[src/rtl/core/mss_pkg.sv]
// ----------------------------------------------------------------------------
// mss_pkg
// Shared types and constants of the Markov sequence sampler.
// ----------------------------------------------------------------------------
package mss_pkg;

	localparam int STATE_W   = 6;   // holds any state, start or end state index
	localparam int COUNT_W   = 16;
	localparam int CMD_W     = 2;
	localparam int IDX_IN_W  = 4;
	localparam int PROB_IN_W = 16;
	localparam int SYM_OUT_W = 4;
	localparam int APB_DW    = 32;
	localparam int APB_AW    = 4;

	typedef enum logic [CMD_W-1:0] {
		CMD_WR_TRANS = 2'd0,
		CMD_WR_EMIT  = 2'd1,
		CMD_START    = 2'd2,
		CMD_STEP     = 2'd3
	} cmd_e;

	typedef enum logic [1:0] {
		REG_RUN_MODE    = 2'd0,
		REG_FIRST_STATE = 2'd1,
		REG_KMER_LENGTH = 2'd2,
		REG_MIN_LENGTH  = 2'd3
	} reg_idx_e;

	typedef enum logic [1:0] {
		FSM_IDLE   = 2'd0,
		FSM_SCAN1  = 2'd1,
		FSM_SCAN2  = 2'd2,
		FSM_FINISH = 2'd3
	} fsm_e;

	typedef enum logic {
		TBL_TRANS = 1'b0,
		TBL_EMIT  = 1'b1
	} tbl_e;

	typedef struct packed {
		logic accept;
		logic scan_run;
		tbl_e scan_tbl;
		logic finish;
	} ctrl_cmd_t;

	typedef struct packed {
		logic running;
		logic scan_end;
		logic out_free;
	} dp_status_t;

	typedef struct packed {
		logic               run_mode;
		logic [IDX_IN_W-1:0] first_state;
		logic [COUNT_W-1:0]  kmer_length;
		logic [COUNT_W-1:0]  min_length;
	} cfg_t;

endpackage

[src/rtl/core/mss_ctrl.sv]
// ----------------------------------------------------------------------------
// mss_ctrl
// Sequencer: accept, then for a step of a live run a first and a second table search, then result.
// ----------------------------------------------------------------------------
module mss_ctrl (
	input  logic                     clk,
	input  logic                     arst_n,
	input  logic                     in_valid,
	input  logic [mss_pkg::CMD_W-1:0] command,
	input  logic                     run_mode,
	input  mss_pkg::dp_status_t      status,
	output mss_pkg::ctrl_cmd_t       cmd,
	output logic                     in_stall
);
	import mss_pkg::*;

	fsm_e fsm_q, fsm_d;

	always_ff @(posedge clk or negedge arst_n) begin
		if (!arst_n) begin
			fsm_q <= FSM_IDLE;
		end else begin
			fsm_q <= fsm_d;
		end
	end

	always_comb begin
		fsm_d = fsm_q;
		unique case (fsm_q)
			FSM_IDLE: begin
				if (in_valid) begin
					// only a step of a live run needs the table searches
					if (cmd_e'(command) == CMD_STEP && status.running) begin
						fsm_d = FSM_SCAN1;
					end else begin
						fsm_d = FSM_FINISH;
					end
				end
			end
			FSM_SCAN1: begin
				if (status.scan_end) fsm_d = FSM_SCAN2;
			end
			FSM_SCAN2: begin
				if (status.scan_end) fsm_d = FSM_FINISH;
			end
			FSM_FINISH: begin
				if (status.out_free) fsm_d = FSM_IDLE;
			end
			default: fsm_d = FSM_IDLE;
		endcase
	end

	always_comb begin
		in_stall     = (fsm_q != FSM_IDLE);
		cmd.accept   = (fsm_q == FSM_IDLE) && in_valid;
		cmd.scan_run = (fsm_q == FSM_SCAN1) || (fsm_q == FSM_SCAN2);
		cmd.finish   = (fsm_q == FSM_FINISH);
		// sequence mode: transition then emission; k-mer mode the other way
		if (fsm_q == FSM_SCAN1) begin
			cmd.scan_tbl = run_mode ? TBL_EMIT : TBL_TRANS;
		end else begin
			cmd.scan_tbl = run_mode ? TBL_TRANS : TBL_EMIT;
		end
	end

endmodule

[config.mk]
export PLATFORM = sky130hd
export DESIGN_NAME = mss_ctrl
export DESIGN_NICKNAME = d
export VERILOG_FILES = /design/src/rtl/core/mss_pkg.sv /design/src/rtl/core/mss_ctrl.sv
export SDC_FILE = /design/constraint.sdc
export NUM_CORES = 1
export LEC_CHECK = 0
export ABC_AREA = 1
export BUFFER_PORTS_ARGS = -buffer_cell sky130_fd_sc_hd__buf_2
export CORE_AREA = 4 4 41 43
export DETAILED_ROUTE_END_ITERATION = 12
export DIE_AREA = 0 0 45 47
export GPL_TIMING_DRIVEN = 0
export MAX_ROUTING_LAYER = met4
export PLACE_DENSITY = 0.48
export SLEW_MARGIN = 20
export SYNTH_ARGS = -nofsm -noshare
export SYNTH_HDL_FRONTEND = slang
export SYNTH_SLANG_ARGS = --single-unit
[constraint.sdc]
create_clock -name clk -period 1 [get_ports clk]
set_input_delay 0.1 -clock clk [delete_from_list [all_inputs] [get_ports clk]]
set_output_delay 0.1 -clock clk [all_outputs]
set_load 0.05 [all_outputs]
==> flow_summary.ini, run 1 <==
[floorplan]
top_level_ports = 14
dieArea_um2 = 2120
core-area_um2 = 1300
rows = 13
die_w_um = 45
start_util_pct = 17.1
fp.dieH_um = 47

[drt]
viasPerCell = 3.70
drt-pass1-iter-count = 2
drt_wl_total_um = 529
vias = 263
post-route-drc-count = 0
drtIter0Drc = 1
wire_per_inst_um = 7.45
ant_nets = 0

[global_routing]
grt-ovfl-total = 0
grt_pass1_wl_um = 924
grt_use_total_pct = 6.53
grt_pass1_vias = 265
antenna_found_initial = 0
grt_max_degree = 6

[hold_path]
hp-class = in2async

[final_layout]
fin_nets = 71
final_cell_count_no_fill = 71
top_register = fsm_q
reg_top3 = fsm_q x2
num_antenna_cells = 0
largest_reg_flops = 2
syn_to_final_growth_pct = 117
drive_above_1_share_pct = 57.1
final_cell_mix = 14 x nand2_1, 8 x buf_2, 4 x inv_1
mostFrequentLayoutCell = nand2_1

[setup_path]
max_stage_delay_ps = 430
crit_required_ps = 900
crit_path_end_kind = output pin
cpMaxStageDelayCell = dfrtp_2
cp_max_fo = 4
worstSetupStartpointType = flip-flop
crit_chain = inv_2 -> ha_4 -> nand2_4 -> clkinvlp_4 -> buf_8
crit_type = reg2out
critical_path_arrival_ps = 1180

[cts]
cts_root_buffer = clkbuf_4
cts_tree = yes
cts.sinks = 2
h-tree-depth = 1
clkTransAtPathRegs_ps = 30
numCtsBuffers = 3
clkLatencyLatePin_ps = 220
clockBufferDepth = 2

[synth]
syn-num-nets = 49
synth-seq-area-share_pct = 22.5
yosysWarnings = 0
netlist_instances = 36
syn_area_per_cell_um2 = 6.19
synth-seq-cells = 2
synth_cell_types = 9
syn_area_um2 = 223

[place]
place_inst = 64
gp_congestion = 0.713
dp_hpwl_um = 411
port-buffer-count = 13

[flow_run]
drv_cap = 0

[timing]
setup_viol = 7
finalCritPeriodShare_pct = 128
layout_setup_ws_ps = -279
max-slew-margin-rel_pct = 92.0
rsz0062_at_grt = true
fmax_mhz = 782
fin_skew_ps = 3.57
fin_crit_ps = 1280
worst_pin_slew_ps = 120
maxSlewViolCount = 0
hold_violations = 0

[run_status]
status = finished, violations left
violations = negative setup slack
-- critical path: cells and delay by family, from the launching register on --
kind                     cells  cell delay, ps
flip-flops                   1             430
buffers and inverters        3             280
adder cells (fa/ha/maj)      1             180
AND/OR/NAND/NOR              1              60
-- timing repair --
item / 4_1_cts / 5_1_grt
pin swaps: 1 / 5
resized for setup: 19 / 4
hold buffers: 1 / 0
hold endpoints to repair: 2 / 0
setup buffers: 2 / 1
endpoints found under the setup margin: 7 / 7
-- synthesized netlist by cell type --
cell type | number | share of area (%)
nor2_1 | 1 | 1.7
inv_1 | 8 | 13
dfrtp_1 | 2 | 22
o21ai_0 | 1 | 2.2
nand3_1 | 1 | 2.2
ha_1 | 4 | 22
or2_0 | 1 | 2.8
xnor2_1 | 1 | 3.9
nand2_1 | 17 | 29
-- metrics by stage --
step	util, %	TNS, ps	hold slack, ps	area (µm²)	worst slack [ps]
floorplan	-	-639	-196	264	-265
global placement	26.7	-1090	-115	348	-300
detailed placement	26.7	-1090	-113	348	-301
CTS	35.7	-1660	183	464	-287
global route	37.2	-2020	205	484	-333
finish	37.2	-1610	191	484	-279
-- logic make-up (layout without fill, tap and decap cells) --
group           count (synthesis)  in the layout  synth area share [%]
compound gates                  1              1                  2.25
simple gates                   20             20                  35.4
flops                           2              2                  22.5
fa+ha+maj                       4              4                  22.5
buf+inv                         8             28                  13.5
xor+xnor                        1              1                  3.93
-- layout make-up --
| cell class | count | area (µm²) |
|---|---|---|
| tap | 15 | 18.8 |
| fill | 146 | 817 |
| timing repair buffer | 17 | 140 |
| clock buffer | 3 | 22.5 |
| sequential | 2 | 51.3 |
| multi-input combinational | 26 | 214 |
| inverter | 8 | 37.5 |
-- final timing paths --
path                                           start              endpoint  slack (ps)  cells past startpoint
worst min-delay path                          arst_n  fsm_q[0]$_DFFE_PN0P_         190                      2
worst max register to register  fsm_q[0]$_DFFE_PN0P_  fsm_q[0]$_DFFE_PN0P_        -190                      6
worst min register to register  fsm_q[1]$_DFFE_PN0P_  fsm_q[1]$_DFFE_PN0P_         520                      2
min in group clk                          command[1]  fsm_q[1]$_DFFE_PN0P_         250                      6
max in group asynchronous                     arst_n  fsm_q[0]$_DFFE_PN0P_         700                      2
worst max-delay path            fsm_q[0]$_DFFE_PN0P_                cmd[3]        -280                      5
-- metal layers --
layer | up-vias | global-route usage, % | share of wire, %
met5 | - | - | 0
met1 | 106 | 7.05 | 47
met4 | 0 | 3.51 | 0
met3 | 0 | 3.45 | 7.6
met2 | 11 | 9.60 | 45
li1 | 146 | - | -
Power of run 1 is not shown: default switching activity piles up to over one toggle a cycle in this logic, so the estimate is an artifact.
==> inputs of run 2 (changes only) <==
--- a/config.mk
+++ b/config.mk
@@ -12,7 +12,8 @@
 export DIE_AREA = 0 0 45 47
 export GPL_TIMING_DRIVEN = 0
 export MAX_ROUTING_LAYER = met4
-export PLACE_DENSITY = 0.48
+export PLACE_DENSITY = 0.46
+export SETUP_SLACK_MARGIN = 0.02
 export SLEW_MARGIN = 20
 export SYNTH_ARGS = -nofsm -noshare
 export SYNTH_HDL_FRONTEND = slang
==> constraint.sdc (replaced) <==
create_clock -name clk -period 1.3 [get_ports clk]
set_input_delay 0.13 -clock clk [delete_from_list [all_inputs] [get_ports clk]]
set_output_delay 0.13 -clock clk [all_outputs]
set_load 0.05 [all_outputs]
==> run 2 against run 1 <==
- the flow now finishes without violations
- first-iteration DRC count grew 100%
- critical endpoint is now cmd[1]
- clock skew down 0.99 ps
- highest routed layer unchanged
- global-route usage stayed put
- register-to-register slack better by 270 ps
- hold slack better by 32 ps
- setup slack better by 300 ps
- flip-flop and latch count did not move
- die area unchanged
==> flow_summary.ini, run 2 (synthesis gave the netlist of run 1 again) <==
[timing]
finalCritPeriodShare_pct = 98.5
fin_skew_ps = 2.58
fin_crit_ps = 1280
setup_viol = 0
fin_setup_tns_ps = 0
rsz0062_at_grt = true
worst_pin_slew_ps = 133
fmax_mhz = 781
max-slew-margin-rel_pct = 91.1
maxSlewViolCount = 0
hold_violations = 0

[final_layout]
largest_reg_flops = 2
mostFrequentLayoutCell = nand2_1
final_util_pct = 34.1
final_cell_mix = 14 x nand2_1, 8 x buf_2, 4 x inv_1, 4 x inv_2
reg_top3 = fsm_q x2
fin_area_um2 = 444
top_register = fsm_q
syn_to_final_growth_pct = 99.4
drive_above_1_share_pct = 55.4
num_antenna_cells = 0
fin_nets = 71

[cts]
cts_root_buffer = clkbuf_4
clockBufferDepth = 2
clkTransAtPathRegs_ps = 30
h-tree-depth = 1
numCtsBuffers = 3
clkLatencyLatePin_ps = 220
cts.sinks = 2
cts_tree = yes

[setup_path]
cp-startpoint = fsm_q[0]$_DFFE_PN0P_
crit_required_ps = 1170
regToRegStartpoint = fsm_q[0]$_DFFE_PN0P_
cp_max_fo = 4
crit_type = reg2out
critical_path_arrival_ps = 1150
worstSetupStartpointType = flip-flop
crit_path_end_kind = output pin

[hold_path]
hp-class = in2async

[drt]
drtIter0Drc = 2
viasPerCell = 3.70
vias = 263
drt_wl_total_um = 560
drt-pass1-iter-count = 2
ant_nets = 0
wire_per_inst_um = 7.89
post-route-drc-count = 0

[global_routing]
antenna_found_initial = 0
grt_use_total_pct = 6.53
grt-ovfl-total = 0
grt_pass1_vias = 233
grt_most_used_layer = met2
grt_pass1_wl_um = 897
use_met3_pct = 4.60
grt_use_met2_pct = 8.19
grt_max_degree = 5
met1_usage_pct = 7.50

[floorplan]
dieArea_um2 = 2120
core-area_um2 = 1300
start_util_pct = 17.1
fp.dieH_um = 47
top_level_ports = 14
rows = 13
die_w_um = 45

[flow_run]
drv_cap = 0

[place]
placed_area_um2 = 317
port-buffer-count = 13
gp_congestion = 0.611
dp_hpwl_um = 414

[run_status]
status = completed
-- run 2: cell type report --
class / instances / area (µm²)
multi-input cells: 26 / 185
repair buffers: 17 / 136
flip-flops and latches: 2 / 51.3
clock buffers: 3 / 22.5
fillers: 143 / 857
well taps: 15 / 18.8
inverters: 8 / 30.0
-- run 2: timing repair --
item / CTS / global route
hold buffers: 1 / 0
endpoints found under the hold margin: 2 / 0
buffers inserted: 3 / 0
pin swaps: 3 / 4
cloned: 0 / 0
resized for setup: 15 / 10
endpoints found under the setup margin: 4 / 7
-- run 2: worst paths after layout --
kind                       slack (ps)                   end  depth (start not counted)
max                                20                cmd[1]                          3
min                               220  fsm_q[0]$_DFFE_PN0P_                          2
max reg2reg                        80  fsm_q[0]$_DFFE_PN0P_                          6
min reg2reg                       570  fsm_q[0]$_DFFE_PN0P_                          2
max in group asynchronous         970  fsm_q[0]$_DFFE_PN0P_                          2
min in group clk                  280  fsm_q[1]$_DFFE_PN0P_                          6
-- run 2: metal layers --
layer,part of all wire [%],vias to the layer above
met5,0,-
met2,43,13
met4,0,0
li1,-,144
met3,13,0
met1,44,106
-- run 2: metrics by stage --
step	hold WS, ps	worst slack [ps]	cells
2_1_floorplan	-166	-9.39	36
3_3_place_gp	-82.0	56.6	64
3_5_place_dp	-82.6	50.9	64
4_1_cts	218	6.17	71
5_1_grt	215	-40.0	71
6_report	223	19.2	71
-- run 2: worst max-delay path, stage by stage, from the launching register on --
cell and delay [ps]:
dfrtp_2 430, ha_4 180, xnor2_2 130, buf_6 180
Power of run 2 is left out for the same reason.
